==> src/design/strided_conv_bias_relu_q8_8_core_assert.svh <==
// ----------------------------------------------------------------------------
// Assertion macros for the convolution engine
// Shorthand for clocked implications checked under the active-low reset.
// ----------------------------------------------------------------------------
`ifndef STRIDED_CONV_BIAS_RELU_Q8_8_CORE_ASSERT_SVH
`define STRIDED_CONV_BIAS_RELU_Q8_8_CORE_ASSERT_SVH

// Consequent must hold in the same cycle as the antecedent.
`define SCBR_ASSERT_HOLD(lbl, ante, cons, msg) \
  lbl: assert property (@(posedge clk_i) disable iff (!rst_ni) (ante) |-> (cons)) \
    else $error(msg);

// Consequent must hold in the cycle after the antecedent.
`define SCBR_ASSERT_NEXT(lbl, ante, cons, msg) \
  lbl: assert property (@(posedge clk_i) disable iff (!rst_ni) (ante) |=> (cons)) \
    else $error(msg);

`endif

==> src/design/scbr_pkg.sv <==
// ----------------------------------------------------------------------------
// scbr_pkg
// Dimensions, derived widths, command codes and shared types of the
// strided convolution engine.
// ----------------------------------------------------------------------------
package scbr_pkg;

  localparam int IN_CHANNELS  = 3;
  localparam int IMAGE_SIZE   = 227;
  localparam int OUT_CHANNELS = 96;
  localparam int KERNEL_SIZE  = 11;
  localparam int STRIDE_STEP  = 4;

  localparam int OUT_SIZE     = (IMAGE_SIZE - KERNEL_SIZE) / STRIDE_STEP + 1;
  localparam int KAREA        = KERNEL_SIZE * KERNEL_SIZE;
  localparam int TAPS         = IN_CHANNELS * KAREA;
  localparam int PLANE        = IMAGE_SIZE * IMAGE_SIZE;
  localparam int WEIGHT_DEPTH = OUT_CHANNELS * TAPS;
  localparam int IMAGE_DEPTH  = IN_CHANNELS * PLANE;
  localparam int ROW_STEP     = STRIDE_STEP * IMAGE_SIZE;

  localparam int WAW = (WEIGHT_DEPTH > 1) ? $clog2(WEIGHT_DEPTH) : 1;
  localparam int IAW = (IMAGE_DEPTH > 1) ? $clog2(IMAGE_DEPTH) : 1;
  localparam int BAW = (OUT_CHANNELS > 1) ? $clog2(OUT_CHANNELS) : 1;
  localparam int CHW = (IN_CHANNELS > 1) ? $clog2(IN_CHANNELS) : 1;
  localparam int KW  = (KERNEL_SIZE > 1) ? $clog2(KERNEL_SIZE) : 1;

  // Command queue between front and back; depth must be a power of two.
  localparam int QDEPTH = 4;
  localparam int QAW    = $clog2(QDEPTH);

  typedef enum logic [1:0] {
    CMD_LOAD_WEIGHT = 2'd0,
    CMD_LOAD_BIAS   = 2'd1,
    CMD_LOAD_PIXEL  = 2'd2,
    CMD_COMPUTE     = 2'd3
  } cmd_e;

  typedef struct packed {
    cmd_e            kind;
    logic [IAW-1:0]  pix_addr;   // pixel address, or window origin for a compute
    logic [WAW-1:0]  wgt_addr;   // weight address, or kernel base for a compute
    logic [BAW-1:0]  bias_addr;
    logic [15:0]     value;
  } qitem_t;

  typedef struct packed {
    logic full;
    logic empty;
  } qstat_t;

  typedef enum logic [2:0] {
    ST_IDLE,
    ST_BIAS,
    ST_INIT,
    ST_RUN,
    ST_DRAIN,
    ST_DONE
  } bstate_e;

endpackage

==> src/design/scbr_front.sv <==
// ----------------------------------------------------------------------------
// scbr_front
// Accepts command words, drops those with out-of-range indices and turns
// the rest into queue entries with flat memory addresses.
// ----------------------------------------------------------------------------
module scbr_front (
  input  logic              in_valid_i,
  output logic              in_ready_o,
  input  logic [1:0]        command_i,
  input  logic [1:0]        in_channel_i,
  input  logic [3:0]        kernel_row_i,
  input  logic [3:0]        kernel_col_i,
  input  logic [6:0]        out_channel_i,
  input  logic [7:0]        pixel_row_i,
  input  logic [7:0]        pixel_col_i,
  input  logic [5:0]        out_row_i,
  input  logic [5:0]        out_col_i,
  input  logic signed [15:0] load_value_i,
  input  scbr_pkg::qstat_t  qstat_i,
  output logic              push_o,
  output scbr_pkg::qitem_t  item_o
);
  import scbr_pkg::*;

  cmd_e kind;
  logic ic_ok, kr_ok, kc_ok, oc_ok, pr_ok, pc_ok, or_ok, ocl_ok;
  logic keep;

  assign kind   = cmd_e'(command_i);
  assign ic_ok  = int'(in_channel_i) < IN_CHANNELS;
  assign kr_ok  = int'(kernel_row_i) < KERNEL_SIZE;
  assign kc_ok  = int'(kernel_col_i) < KERNEL_SIZE;
  assign oc_ok  = int'(out_channel_i) < OUT_CHANNELS;
  assign pr_ok  = int'(pixel_row_i) < IMAGE_SIZE;
  assign pc_ok  = int'(pixel_col_i) < IMAGE_SIZE;
  assign or_ok  = int'(out_row_i) < OUT_SIZE;
  assign ocl_ok = int'(out_col_i) < OUT_SIZE;

  always_comb begin
    unique case (kind)
      CMD_LOAD_WEIGHT: keep = oc_ok && ic_ok && kr_ok && kc_ok;
      CMD_LOAD_BIAS:   keep = oc_ok;
      CMD_LOAD_PIXEL:  keep = ic_ok && pr_ok && pc_ok;
      CMD_COMPUTE:     keep = oc_ok && or_ok && ocl_ok;
      default:         keep = 1'b0;
    endcase
  end

  always_comb begin
    item_o.kind      = kind;
    item_o.value     = load_value_i;
    item_o.bias_addr = BAW'(out_channel_i);
    if (kind == CMD_COMPUTE) begin
      item_o.wgt_addr = WAW'(int'(out_channel_i) * TAPS);
      item_o.pix_addr = IAW'(int'(out_row_i) * ROW_STEP + int'(out_col_i) * STRIDE_STEP);
    end else begin
      item_o.wgt_addr = WAW'(int'(out_channel_i) * TAPS + int'(in_channel_i) * KAREA
                             + int'(kernel_row_i) * KERNEL_SIZE + int'(kernel_col_i));
      item_o.pix_addr = IAW'(int'(in_channel_i) * PLANE + int'(pixel_row_i) * IMAGE_SIZE
                             + int'(pixel_col_i));
    end
  end

  // Dropped words are still consumed; they simply never reach the queue.
  assign in_ready_o = !qstat_i.full;
  assign push_o     = in_valid_i && !qstat_i.full && keep;

endmodule

==> config.mk <==
export PLATFORM = sky130hd
export DESIGN_NAME = scbr_front
export DESIGN_NICKNAME = d
export VERILOG_FILES = /design/src/design/strided_conv_bias_relu_q8_8_core_assert.svh /design/src/design/scbr_pkg.sv /design/src/design/scbr_front.sv
export SDC_FILE = /design/constraint.sdc
export NUM_CORES = 1
export LEC_CHECK = 0
export BUFFER_PORTS_ARGS = -buffer_cell sky130_fd_sc_hd__buf_2
export CORE_UTILIZATION = 25
export DETAILED_ROUTE_END_ITERATION = 7
export GPL_TIMING_DRIVEN = 0
export PLACE_DENSITY_LB_ADDON = 0.3
export SLEW_MARGIN = 0
export SYNTH_ARGS = -nofsm -noshare
export SYNTH_HDL_FRONTEND = slang
export SYNTH_SLANG_ARGS = --single-unit
==> constraint.sdc <==
create_clock -name vclk -period 8.9
set_clock_uncertainty 0.15 [all_clocks]
set_input_delay 0.445 -clock vclk [all_inputs]
set_output_delay 0.445 -clock vclk [all_outputs]
set_load 0.01 [all_outputs]
# == Yosys cells after proc, flatten, opt, wreduce, memory -nomap -nowiden ==
# Index checks and enable logic that the tools add are counted.
# Widths: inputs -> output; s select.
# op_classes
n_reduce_logical,11
n_mul,6
n_eq_ne,3
magnitude_cmp,8
addsub,6
muxes,2
# op_table
operator,n
$mux 34,1
$add 18x16->18,1
$add 18x8->18,1
$mul 2x16->18 const B,1
$add 16x8->17,1
$add 16x4->16,1
$add 16x8->16,1
$add 16x9->16,1
$lt 8x8->1 const B,2
$mul 7x9->16 const B,1
$mul 8x8->16 const B,1
$mul 6x8->14 const B,1
$lt 6x6->1 const B,2
$logic_and 1x1->1,9
$mul 2x7->9 const B,1
$lt 4x4->1 const B,2
$mul 4x4->8 const B,1
$lt 7x7->1 const B,1
$eq 2x2->1 const B,2
$pmux 1 s4,1
$eq 2x1->1 const B,1
$logic_not 2->1,1
$lt 2x2->1 const B,1
$logic_not 1->1,1
# totals
wordCells,36
out_inout_bits,61
register_bits,0
inputBits,66

# == Depth between registers and ports, before layout ==
# logic_depth
depth_word,6
depth_mapped,22
depth_no_buf,22

# == Worst setup path after synthesis ==
# OpenSTA, ideal clock, no wires.
# synth_timing
path_type,input port to output port
from,input out_channel_i[4]
to,output item_o[38] (netlist bit)
slack_ns,2.840
stages,20
required_time_ns,8.305
arrival_time_ns,5.465
path_buffers,0
path_cell_list,ha_1 -> ha_1 -> inv_1 -> fa_1 -> inv_1 -> fa_1 -> ha_1 -> xor2_1 -> fa_1 -> fa_1 -> inv_1 -> ha_1 -> nand3_1 -> o211ai_1 -> o41ai_1 -> o31a_1 -> nor3_1 -> nand4b_1 -> xnor2_1 -> xnor2_1
# synth_rtl
element,line,text
"start, declared",scbr_front.sv:13,"input logic [6:0] out_channel_i,"
"end, declared",scbr_front.sv:21,output scbr_pkg::qitem_t item_o

==> flow_summary_export.csv <==
group,metric,value,unit
run_status,status,"completed",
floorplanning,initial_core_util,25.7,%
drt,drc,0,
cells_and_area,post-route-cell-area,7290,µm²
floorplanning,die_y,161,µm
cells_and_area,seqCellArea,0,µm²
drt,dr.pass1.iters,4,
placement,finalWeightedCongestion,0.754,
yosys,synth.avg_cell_area,8.53,µm²
drt,finalWirelength,15.0,mm
cells_and_area,diodes,0,
drt,vias,5210,
placement,placed_cell_area,7290,µm²
floorplanning,die_w,161,µm
grt,gr-total-overflow,0,
yosys,seq_area_frac_synth,0,%
floorplanning,die_area,26000,µm²
timing,fin_tns_setup,0,ns
drt,viasPerCell,4.43,
floorplanning,io_pins,127,
yosys,synth_area_leaders,"ha_1, fa_1, inv_1",
floorplanning,core,24600,µm²
grt,grt_pass1_wl,25.2,mm
timing,finalSetupViolations,0,
cells_and_area,synthToLayoutAreaGrowth,15.1,%
clock_network,post-cts-setup-buffers,0,
worst_setup_path,required,8.31,ns
cells_and_area,drive_above_1_share,17.4,%
cells_and_area,fill_cells,2674,
worst_hold_path,hold_path_depth,2,
placement,io_buffers,110,
flow_run,maxCapViolCount,0,
yosys,ys.warnings.count,0,
worst_setup_path,crit_fanout,5,
timing,relSlewSlack,54.6,%
timing,max_freq,0.147,GHz
cells_and_area,nets,1166,
cells_and_area,clock_buffers,0,
drt,wire_per_inst,12.7,µm
worst_setup_path,worstSetupPathType,"primary input to output port",
timing,fin_crit,6.80,ns
timing,final-max-slew-violation-count,0,
drt,drtIter0Drc,137,
worst_setup_path,end_kind,"output port",
worst_hold_path,min_path_type,"primary input to output port",
worst_setup_path,startpoint_type,"primary input",
yosys,yosys.area.top_type,"ha_1",
placement,dp_hpwl,13.8,mm
worst_hold_path,worstHoldEndpoint,"item_o[2]",
yosys,yosysMostFrequentCell,"ha_1",
drt,route.antenna.remaining_nets,0,
timing,worst_pin_slew,0.682,ns
yosys,synthCells,743,
cells_and_area,seq_cell_count,0,
worst_setup_path,arrival,6.21,ns
yosys,synth_cell_types,53,
floorplanning,rows,57,
timing,period_share,76.4,%
yosys,synth_top_area_share,34.6,%
power_and_ir_drop,power_density,279,nW/µm²
worst_hold_path,hp-start,"load_value_i[2]",
clock_network,holdBufCountCts,0,
yosys,synthTopCellsByCount,"ha_1, inv_1, fa_1, a21oi_1, nand2_1",
power_and_ir_drop,p_leak,0.00397,µW
yosys,synth_nets,1054,
cells_and_area,multiInputGateArea,5580,µm²
worst_setup_path,crit_path_start,"out_channel_i[4]",
yosys,syn-cell-area,6330,µm²
timing,rsz0062_at_grt,"false",
grt,grt_max_degree,14,
grt,grt_antenna_before_repair,0,
grt,grt_pass1_vias,5257,
grt,track_usage,11.8,%
timing,hold_viol,0,
clock_network,cts_resized,0,
power_and_ir_drop,ir_drop,0.000237,V
worst max-delay path by stage:
stage | end | slack [ns]
6_report | item_o[38] | 2.10
5_1_grt | item_o[38] | 1.74
4_1_cts | item_o[38] | 2.06
3_5_place_dp | item_o[38] | 2.08
3_3_place_gp | item_o[38] | 2.09
2_1_floorplan | item_o[38] | 2.84
layout make-up:
cell class	instances	share of cell area, %
multi-input cells	566	76.5
repair buffers	110	7.55
plain buffers	34	3.04
inverters	143	7.36
well taps	324	5.56
per-stage QoR:
stage          util (%)  hold WS, ns  setup WS, ns  power [µW]  cells
4_1_cts            29.6        0.924          2.06        2070   1177
5_1_grt            29.6        0.927          1.74        2350   1177
3_3_place_gp       29.6        0.924          2.09        2050   1177
3_5_place_dp       29.6        0.924          2.08        2050   1177
2_1_floorplan         -        0.791          2.84        1470    743
6_report           29.6        0.923          2.10        2040   1177
cell usage in the layout (no fill, tap or decap), types with 3 or more instances in the layout:
master	n
o21bai_1	10
buf_2	110
buf_4	25
inv_1	143
fa_1	70
o211ai_1	5
nor3_1	8
nor4_1	3
nand2b_1	3
a31oi_1	9
a211oi_1	7
or2_2	8
nor2_1	36
nand4_1	3
xor2_1	20
or3_1	4
ha_1	175
o21ai_0	22
and2_1	5
nand2_1	39
nand3_1	11
a21oi_1	45
xnor2_1	30
clkbuf_1	9
o21a_1	4
o22ai_1	3
a21o_1	12
cells by family (layout without fill, tap and decap cells):
logic type	after synthesis	count (layout)	share of synthesized area [%]
adders and majority gates	245	245	56.7
buffers and inverters	177	287	12.0
AOI/OAI and AO/OA	135	135	13.5
and+or+nand+nor	134	134	10.6
xor gates and xnor gates	50	50	6.91
muxes	2	2	0.336
critical path, stage by stage:
cell	delay (ns)
buf_2	0.13
ha_1	0.33
ha_1	0.29
inv_1	0.05
fa_1	0.50
inv_1	0.05
fa_1	0.46
ha_1	0.38
xor2_1	0.31
fa_1	0.50
fa_1	0.54
inv_1	0.04
ha_1	0.33
nand3_1	0.10
o211ai_1	0.28
o41ai_1	0.17
o31a_1	0.34
nor3_1	0.30
nand4b_1	0.16
xnor2_1	0.20
xnor2_1	0.14
buf_2	0.16
power breakdown:
part / switching, µW / internal (µW) / leakage [µW] / total, µW
clock: 0 / 0 / 0 / 0
combinational: 1160 / 876 / 0.00397 / 2040
sequential: 0 / 0 / 0 / 0
total: 1160 / 876 / 0.00397 / 2040
per-layer routing:
metal	global-route usage, %	share of wire, %
met3	1.03	3.7
met4	1.11	1.0
met5	0	0
met1	15.9	47
met2	21.1	48
No activity file was read; power rests on OpenSTA's default activity.
