`src/design/strided_conv_bias_relu_q8_8_core_assert.svh`:
```
// ----------------------------------------------------------------------------
// Assertion macros for the convolution engine
// Shorthand for clocked implications checked under the active-low reset.
// ----------------------------------------------------------------------------
`ifndef STRIDED_CONV_BIAS_RELU_Q8_8_CORE_ASSERT_SVH
`define STRIDED_CONV_BIAS_RELU_Q8_8_CORE_ASSERT_SVH

// Consequent must hold in the same cycle as the antecedent.
`define SCBR_ASSERT_HOLD(lbl, ante, cons, msg) \
  lbl: assert property (@(posedge clk_i) disable iff (!rst_ni) (ante) |-> (cons)) \
    else $error(msg);

// Consequent must hold in the cycle after the antecedent.
`define SCBR_ASSERT_NEXT(lbl, ante, cons, msg) \
  lbl: assert property (@(posedge clk_i) disable iff (!rst_ni) (ante) |=> (cons)) \
    else $error(msg);

`endif

```
`src/design/scbr_pkg.sv`:
```
// ----------------------------------------------------------------------------
// scbr_pkg
// Dimensions, derived widths, command codes and shared types of the
// strided convolution engine.
// ----------------------------------------------------------------------------
package scbr_pkg;

  localparam int IN_CHANNELS  = 3;
  localparam int IMAGE_SIZE   = 227;
  localparam int OUT_CHANNELS = 96;
  localparam int KERNEL_SIZE  = 11;
  localparam int STRIDE_STEP  = 4;

  localparam int OUT_SIZE     = (IMAGE_SIZE - KERNEL_SIZE) / STRIDE_STEP + 1;
  localparam int KAREA        = KERNEL_SIZE * KERNEL_SIZE;
  localparam int TAPS         = IN_CHANNELS * KAREA;
  localparam int PLANE        = IMAGE_SIZE * IMAGE_SIZE;
  localparam int WEIGHT_DEPTH = OUT_CHANNELS * TAPS;
  localparam int IMAGE_DEPTH  = IN_CHANNELS * PLANE;
  localparam int ROW_STEP     = STRIDE_STEP * IMAGE_SIZE;

  localparam int WAW = (WEIGHT_DEPTH > 1) ? $clog2(WEIGHT_DEPTH) : 1;
  localparam int IAW = (IMAGE_DEPTH > 1) ? $clog2(IMAGE_DEPTH) : 1;
  localparam int BAW = (OUT_CHANNELS > 1) ? $clog2(OUT_CHANNELS) : 1;
  localparam int CHW = (IN_CHANNELS > 1) ? $clog2(IN_CHANNELS) : 1;
  localparam int KW  = (KERNEL_SIZE > 1) ? $clog2(KERNEL_SIZE) : 1;

  // Command queue between front and back; depth must be a power of two.
  localparam int QDEPTH = 4;
  localparam int QAW    = $clog2(QDEPTH);

  typedef enum logic [1:0] {
    CMD_LOAD_WEIGHT = 2'd0,
    CMD_LOAD_BIAS   = 2'd1,
    CMD_LOAD_PIXEL  = 2'd2,
    CMD_COMPUTE     = 2'd3
  } cmd_e;

  typedef struct packed {
    cmd_e            kind;
    logic [IAW-1:0]  pix_addr;   // pixel address, or window origin for a compute
    logic [WAW-1:0]  wgt_addr;   // weight address, or kernel base for a compute
    logic [BAW-1:0]  bias_addr;
    logic [15:0]     value;
  } qitem_t;

  typedef struct packed {
    logic full;
    logic empty;
  } qstat_t;

  typedef enum logic [2:0] {
    ST_IDLE,
    ST_BIAS,
    ST_INIT,
    ST_RUN,
    ST_DRAIN,
    ST_DONE
  } bstate_e;

endpackage

```
`src/design/scbr_fifo.sv`:
```
// ----------------------------------------------------------------------------
// scbr_fifo
// Short command queue that decouples the decode front from the MAC back.
// ----------------------------------------------------------------------------
module scbr_fifo (
  input  logic             clk_i,
  input  logic             rst_ni,
  input  logic             push_i,
  input  scbr_pkg::qitem_t item_i,
  input  logic             pop_i,
  output scbr_pkg::qitem_t item_o,
  output scbr_pkg::qstat_t qstat_o
);
  import scbr_pkg::*;

  qitem_t         entry_q [QDEPTH];
  logic [QAW-1:0] wr_ptr_q, wr_ptr_d;
  logic [QAW-1:0] rd_ptr_q, rd_ptr_d;
  logic [QAW:0]   cnt_q, cnt_d;
  logic           do_push, do_pop;

  assign qstat_o.full  = cnt_q == (QAW+1)'(QDEPTH);
  assign qstat_o.empty = cnt_q == '0;
  assign do_push       = push_i && !qstat_o.full;
  assign do_pop        = pop_i && !qstat_o.empty;
  assign item_o        = entry_q[rd_ptr_q];

  always_comb begin
    wr_ptr_d = do_push ? wr_ptr_q + 1'b1 : wr_ptr_q;
    rd_ptr_d = do_pop ? rd_ptr_q + 1'b1 : rd_ptr_q;
    cnt_d    = cnt_q;
    if (do_push && !do_pop) begin
      cnt_d = cnt_q + 1'b1;
    end else if (do_pop && !do_push) begin
      cnt_d = cnt_q - 1'b1;
    end
  end

  always_ff @(posedge clk_i or negedge rst_ni) begin
    if (!rst_ni) begin
      wr_ptr_q <= '0;
      rd_ptr_q <= '0;
      cnt_q    <= '0;
    end else begin
      wr_ptr_q <= wr_ptr_d;
      rd_ptr_q <= rd_ptr_d;
      cnt_q    <= cnt_d;
    end
  end

  always_ff @(posedge clk_i) begin
    if (do_push) begin
      entry_q[wr_ptr_q] <= item_i;
    end
  end

endmodule

```
`config.mk`:
```
export PLATFORM = sky130hd
export DESIGN_NAME = scbr_fifo
export DESIGN_NICKNAME = d
export VERILOG_FILES = /design/src/design/strided_conv_bias_relu_q8_8_core_assert.svh /design/src/design/scbr_pkg.sv /design/src/design/scbr_fifo.sv
export SDC_FILE = /design/constraint.sdc
export NUM_CORES = 1
export LEC_CHECK = 0
export BUFFER_PORTS_ARGS = -buffer_cell sky130_fd_sc_hd__buf_2
export CAP_MARGIN = 20
export CORE_UTILIZATION = 50
export CTS_CLUSTER_DIAMETER = 30
export DETAILED_ROUTE_END_ITERATION = 10
export PLACE_DENSITY_LB_ADDON = 0.05
export SYNTH_ARGS = -nofsm -noshare
export SYNTH_HDL_FRONTEND = slang
export SYNTH_SLANG_ARGS = --single-unit
```
`constraint.sdc`:
```
create_clock -name clk_i -period 5.33 [get_ports clk_i]
set_input_delay 0.533 -clock clk_i [delete_from_list [all_inputs] [get_ports clk_i]]
set_output_delay 0.533 -clock clk_i [all_outputs]
set_load 0.1 [all_outputs]
```
### Word level (Yosys, flattened, before mapping)

Memories as Yosys holds them, arrays and structs flattened.
Index checks and enable logic that the tools add are counted.
Widths: inputs -> output; s select.

| storage, ports and cells | value |
|---|---|
| bits in registers | 7 |
| RAM bits | 236 |
| bits of input ports | 63 |
| memories kept | 1 |

Memory list:

| name | depth | width | rd ports | clocked after Yosys merged registers in | wr ports | line | text |
|---|---|---|---|---|---|---|---|
| entry_q | 4 | 59 | 1 | 0 | 1 | scbr_fifo.sv:16 | `qitem_t entry_q [QDEPTH];` |

| operators by class | value |
|---|---|
| add/subtract/negate cells | 4 |
| equal/unequal tests | 1 |
| multiplexer cells | 4 |
| reductions and logical operators | 10 |

Operators by type and width:

| kind | count |
|---|---|
| $mux 3 | 2 |
| $add 2x1->2 const B | 2 |
| $logic_and 1x1->1 | 4 |
| $logic_not 1->1 | 4 |
| $add 3x1->3 const B | 1 |
| $eq 3x3->1 const B | 1 |
| $logic_not 3->1 | 1 |
| $sub 3x1->3 const B | 1 |
| $mux 1 | 2 |
| $reduce_bool 2->1 | 1 |

### Depth between registers and ports, before layout

Gate-level depths: netlist (run 1).

| logic depth | value |
|---|---|
| word-level depth | 7 |
| depth in mapped cells | 9 |
| gate-level depth less buffers | 8 |

### Least setup slack after synthesis (run 1)

Ideal clock, no wire load.

| timing path | value |
|---|---|
| path kind | register to register |
| from | reg cnt_q[0] |
| to | mem entry_q[0][0] (netlist name), enable pin |
| library setup time | 0.524 ns |
| arrival | 2.798 ns |
| required time | 4.806 ns |
| path slack | 2.009 ns |
| cell stages (with the launch flop) | 5 |
| cells stage by stage | dfrtp_1 > nor3b_2 > nor2b_1 > buf_6 > and2_1 |

RTL lines:

| element | line | text |
|---|---|---|
| start: declaration | scbr_fifo.sv:19 | `logic [QAW:0] cnt_q, cnt_d;` |
| start signal: assignment | scbr_fifo.sv:47 | `cnt_q <= cnt_d;` |
| end: declaration | scbr_fifo.sv:16 |  |

==> out/qor.yml, run 1 <==
run_status:
  outcome: "finished clean"
routing:
  ant_nets: 0
  via_count: 4019
  finalWirelength_mm: 15.1
  vias_per_cell: 5.33
  wl_per_cell_um: 20.0
  first_pass_iters: 4
  drc_errors: 0
  drt_first_iter_violations: 212
worst_setup_path:
  cp.arrival_ns: 2.89
  required_ns: 4.80
  crit_start: "rd_ptr_q[0]$_DFFE_PN0P_"
  crit_path_end_kind: "output port"
  r2r-start: "cnt_q[2]$_DFFE_PN0P_"
  startpoint_type: "flop"
  timing_worst_setup_path_type: "reg2out"
  worstPathMaxFanout: 47
cts:
  clkTransAtPathRegs_ns: 0.06
  ctsResizeCount: 0
  cts_buffers: 39
  cts_tree: "built"
  cts_buffer_depth: 3
  insertion_delay_ns: 0.50
  clock_sinks: 243
  post_cts_buffers: 0
  clock-root-buffer: "clkbuf_16"
  htreeDepth: 2
  postCtsHoldBufs: 1
floorplan:
  start_util: 0.517
  pin_count: 124
  die_area_um2: 18600
  coreArea_um2: 17400
  die_x_um: 136
  die_y_um: 136
  row_count: 48
timing:
  final.setup_skew_ns: 0.0114
  final_max_slew_viol_count: 0
  tightest_slew_ns: 1.05
  fin_tns_setup_ns: 0
  finalCriticalPeriod_ns: 3.42
  whs_ns: 0.239
  fmax_mhz: 292
  post-route-period-util: 0.642
  grt_setup_unrepaired: "false"
  setup_viol: 0
  slew_headroom: 0.303
  finalHoldViolCount: 0
global_routing:
  track_usage: 0.171
  antenna_found_initial: 1
  grt_max_degree: 60
  overflow: 0
  grt_first_pass_wirelength_mm: 23.0
  grt_pass1_vias: 4310
placement:
  place.gp.congestion: 0.675
  portBuffers: 123
  dpl_cell_area_um2: 9760
  place.detailed.hpwl_mm: 8.06
worst_hold_path:
  hp-start: "item_i[58]"
  min_path_type: "in2reg"
logic_synthesis:
  syn_area_um2: 9010
  ys_seq_area_frac: 0.806
  synth_nets: 414
  synthCells: 345
  yosysUniqueCellTypes: 22
  ys_seq_elements: 243
  syn_avg_cell_area_um2: 26.1
  yosys_warnings: 0
layout:
  layout.nets: 566
  drive_above_1_share: 0.492
  syn2layout_area_growth_pct: 23.4
  final_area_um2: 11100
run:
  max_cap_violations: 0
==> worst paths after layout <==
kind	endpoint	depth (start not counted)	slack, ns
setup / recovery	item_o[0]	3	1.91
hold / removal	entry_q[0][58]$_DFFE_PP_	1	0.24
setup reg to reg	entry_q[3][27]$_DFFE_PP_	3	2.98
hold reg to reg	cnt_q[2]$_DFFE_PN0P_	1	0.50
max in group asynchronous	rd_ptr_q[0]$_DFFE_PN0P_	2	4.77
min in group asynchronous	rd_ptr_q[0]$_DFFE_PN0P_	2	0.39
==> layout by cell type (no fill, tap or decap), drive strengths merged <==
| master | instances |
|---|---|
| diode | 1 |
| fa | 1 |
| nand2 | 1 |
| xnor2 | 4 |
| xor2 | 2 |
| clkbuf | 42 |
| clkinvlp | 4 |
| inv | 13 |
| or3 | 1 |
| clkinv | 11 |
| dfrtp | 7 |
| dlygate4sd3 | 1 |
| nor2 | 1 |
| edfxtp | 236 |
| nor2b | 1 |
| ha | 5 |
| nand3 | 1 |
| mux4 | 59 |
| nor3b | 1 |
| bufinv | 6 |
| buf | 125 |
| mux2 | 2 |
| and2 | 4 |
==> final cells by class <==
| class | instances | area, µm² |
|---|---|---|
| fill | 1205 | 6300 |
| timing repair buffer | 126 | 641 |
| inverter | 4 | 15.0 |
| sequential | 243 | 7270 |
| tap | 225 | 282 |
| multi-input combinational | 83 | 1570 |
| clock inverter | 30 | 360 |
| clock buffer | 42 | 987 |
| antenna | 1 | 2.50 |
==> Yosys cell counts <==
| library cell | number | area [µm²] |
|---|---|---|
| and2_1 | 4 | 25.0 |
| buf_12 | 6 | 120 |
| buf_2 | 6 | 30.0 |
| buf_6 | 2 | 22.5 |
| clkbuf_1 | 1 | 3.75 |
| dfrtp_1 | 7 | 175 |
| edfxtp_1 | 236 | 7090 |
| fa_1 | 1 | 20.0 |
| ha_1 | 5 | 62.6 |
| inv_1 | 4 | 15.0 |
| mux2_2 | 1 | 11.3 |
| mux2_4 | 1 | 15.0 |
| mux4_1 | 1 | 26.3 |
| mux4_2 | 58 | 1310 |
| nand2_1 | 1 | 3.75 |
| nand3_1 | 1 | 5.00 |
| nor2_1 | 1 | 3.75 |
| nor2b_1 | 1 | 6.26 |
| nor3b_2 | 1 | 12.5 |
| or3_1 | 1 | 6.26 |
| xnor2_1 | 4 | 35.0 |
| xor2_1 | 2 | 17.5 |
==> through the flow <==
| stage | instances | util | setup WS (ns) |
|---|---|---|---|
| floorplan | 345 | - | 2.01 |
| global placement | 680 | 0.560 | 2.31 |
| detailed placement | 680 | 0.560 | 2.33 |
| CTS | 753 | 0.638 | 1.79 |
| global route | 753 | 0.638 | 1.65 |
| finish | 754 | 0.639 | 1.91 |
==> cell families after synthesis <==
| group | count (synthesis) | synth area share |
|---|---|---|
| buf+inv | 19 | 0.0212 |
| mux | 61 | 0.151 |
| xor+xnor | 6 | 0.00583 |
| flops | 243 | 0.806 |
| simple gates | 10 | 0.00694 |
| fa+ha+maj | 6 | 0.00917 |
==> per-layer routing <==
metal | vias to the layer above | GRT usage | part of all wire
li1 | 1794 | - | -
met1 | 2085 | 0.216 | 0.42
met2 | 115 | 0.275 | 0.49
met3 | 25 | 0.0582 | 0.071
met4 | 0 | 0.0636 | 0.019
met5 | - | 0 | 0
==> critical path: stages, from the launching register on <==
cell     delay (ns)
dfrtp_4        1.06
buf_4          0.45
mux4_2         0.54
buf_2          0.30
==> sequential cells by signal (all words and copies together), names as in the netlist <==
name      flops
cnt_q         3
rd_ptr_q      2
wr_ptr_q      2
entry_q     236
Power of run 1 is not shown: default switching activity piles up to over one toggle a cycle in this logic, so the estimate is an artifact.
==> run 2: changes to the inputs <==
Settings changed: ABC_AREA set to 1.
Clock period 5.33 ns to 3.6 ns, I/O delays scaled along.
==> out/qor.yml, run 2 <==
layout:
  multiInputGateArea_um2: 1800
  postLayoutCoreUtil: 0.637
  mostFrequentLayoutCells: "edfxtp_1 (236), nand2_1 (195), inv_1 (133), buf_2 (123), o211ai_1 (118)"
  top_regs: "entry_q: 236 flops, cnt_q: 3 flops"
  largest_register_ffs: 236
  syn2layout_area_growth_pct: 25.1
  regMostFlops: "entry_q"
  fillers: 1500
  drive_above_1_share: 0.240
  layout.nets: 969
  regArea_um2: 7260
  layout_commonest_cell: "edfxtp_1"
logic_synthesis:
  ys_seq_elements: 243
  synth_top_cell_by_area: "edfxtp_1"
  synthArstFlopShare: 0.0288
  yosysUniqueCellTypes: 17
  ys_seq_area_frac: 0.735
  syn_avg_cell_area_um2: 13.2
  synth_edf_count: 236
  synth_nets: 819
  syn_area_um2: 9880
  synth_ff_type: "edfxtp_1"
  synth_top_area_frac: 0.717
  yosys_warnings: 0
  synthCells: 750
  synth_common_cells: "edfxtp_1 (236), nand2_1 (195), inv_1 (133), o211ai_1 (118), buf_6 (23)"
  synth.area.top_cells: "edfxtp_1 (72%), o211ai_1 (9.0%), nand2_1 (7.4%), inv_1 (5.1%), buf_6 (2.6%)"
  synth.most_common_cell: "edfxtp_1"
worst_setup_path:
  critPathTopFamily: "buffers and inverters"
  timing.rr.end: "entry_q[1][39]$_DFFE_PP_"
  timing_worst_setup_path_type: "reg2out"
  cp.depth: 5
  max_stage_delay_ns: 0.55
  crit_path_end_kind: "output port"
  worstPathMaxFanout: 109
  startpoint_type: "flop"
  path_cells: "inv_6 > buf_4 > o211ai_1 > nand2_1 > buf_2"
  crit_buf_inv: 3
  reg2regPathDepth: 5
  required_ns: 3.24
  reg2reg_slack_ns: 1.31
  r2r-start: "cnt_q[1]$_DFFE_PN0P_"
  cp.arrival_ns: 2.64
  slowest_stage: "inv_6"
worst_hold_path:
  hold_depth: 1
  min_path_type: "in2reg"
  hold_end: "entry_q[2][20]$_DFFE_PP_"
  hp-start: "item_i[20]"
timing:
  final_max_slew_viol_count: 0
  fmax_mhz: 333
  post-route-period-util: 0.834
  setup_viol: 0
  final.setup_skew_ns: 0.0186
  finalCriticalPeriod_ns: 3.00
  finalHoldViolCount: 0
  slew_headroom: 0.466
  tightest_slew_ns: 0.798
  grt_setup_unrepaired: "false"
global_routing:
  grt_first_pass_wirelength_mm: 30.2
  antenna_found_initial: 3
  grt_max_degree: 110
  track_usage: 0.198
  grt_pass1_vias: 5938
  overflow: 0
floorplan:
  die_x_um: 143
  coreArea_um2: 19400
  die_area_um2: 20300
  pin_count: 124
  row_count: 51
  start_util: 0.510
  die_y_um: 143
cts:
  cts_tree: "built"
  post_cts_buffers: 0
  ctsResizeCount: 0
  clkTransAtPathRegs_ns: 0.05
  cts_buffer_depth: 3
  clock-root-buffer: "clkbuf_16"
  htreeDepth: 2
  insertion_delay_ns: 0.54
  cts_buffers: 49
  clock_sinks: 243
run_status:
  outcome: "finished clean"
placement:
  place.detailed.hpwl_mm: 11.4
  place.gp.congestion: 0.761
  portBuffers: 123
routing:
  via_count: 5986
  wl_per_cell_um: 16.1
  first_pass_iters: 6
  ant_nets: 0
  vias_per_cell: 4.96
  finalWirelength_mm: 19.4
  drc_errors: 0
  drt_first_iter_violations: 327
run:
  max_cap_violations: 0
run 2: cell count changes in the layout (fill, tap and decap cells not counted), sizes merged, moves of 4 or more:
cell,previous run,this run
nand2,1,195
inv,13,141
o211ai,0,118
mux4,59,0
buf,125,137
nand3,1,7
clkinv,11,23
and2,4,0
clkbuf,42,51
run 2: metal layers:
layer / track usage / share of wire
met1: 0.244 / 0.43
met2: 0.331 / 0.49
met3: 0.0532 / 0.053
met4: 0.0826 / 0.021
met5: 0 / 0
run 2: how the worst max path moves through the flow:
| stage | startpoint | endpoint | slack (ns) |
|---|---|---|---|
| finish | rd_ptr_q[0]$_DFFE_PN0P_ | item_o[11] | 0.60 |
| global route | rd_ptr_q[0]$_DFFE_PN0P_ | item_o[11] | 0.47 |
| CTS | rd_ptr_q[0]$_DFFE_PN0P_ | item_o[11] | 0.59 |
| detailed placement | rd_ptr_q[1]$_DFFE_PN0P_ | item_o[2] | 1.15 |
| global placement | rd_ptr_q[1]$_DFFE_PN0P_ | item_o[2] | 1.17 |
| floorplan | cnt_q[0]$_DFFE_PN0P_ | entry_q[0][0]$_DFFE_PP_ | -0.07 |
run 2: area by class of cell:
class                   count  share of cell area
diodes                      3            0.000607
clock buffers              51              0.0998
clock inverters            40              0.0329
inverters                 135              0.0414
multi-input cells         333               0.146
flip-flops and latches    243               0.588
well taps                 265              0.0268
repair buffers            138              0.0652
run 2: repair_timing:
action	4_1_cts	5_1_grt
hold buffers	1	0
endpoints found under the hold margin	7	0
endpoints found under the setup margin	0	0
run 2: worst reg2reg max path: cells and delay by family, from the launching register on:
family / cells / cell delay (ns)
buf+inv: 2 / 0.41
flops: 1 / 0.38
simple gates: 3 / 1.19
run 2: through the flow:
stage	instance area [µm²]	cells	setup slack, ns	hold WS (ns)	setup TNS [ns]
2_1_floorplan	9880	750	-0.0719	0.0644	-16.96
3_3_place_gp	10700	1113	1.17	0.209	0
3_5_place_dp	10700	1113	1.15	0.213	0
4_1_cts	12400	1205	0.593	0.0192	0
5_1_grt	12400	1207	0.474	0.0268	0
6_report	12400	1208	0.599	0.0392	0
run 2: kinds of logic after synthesis:
logic type,count (synthesis),share of synthesized area
buf+inv,174,0.0862
flops,243,0.735
simple gates,207,0.0797
compound gates,119,0.0901
xor+xnor,1,0.000886
fa+ha+maj,6,0.00835
Power of run 2 is left out for the same reason.
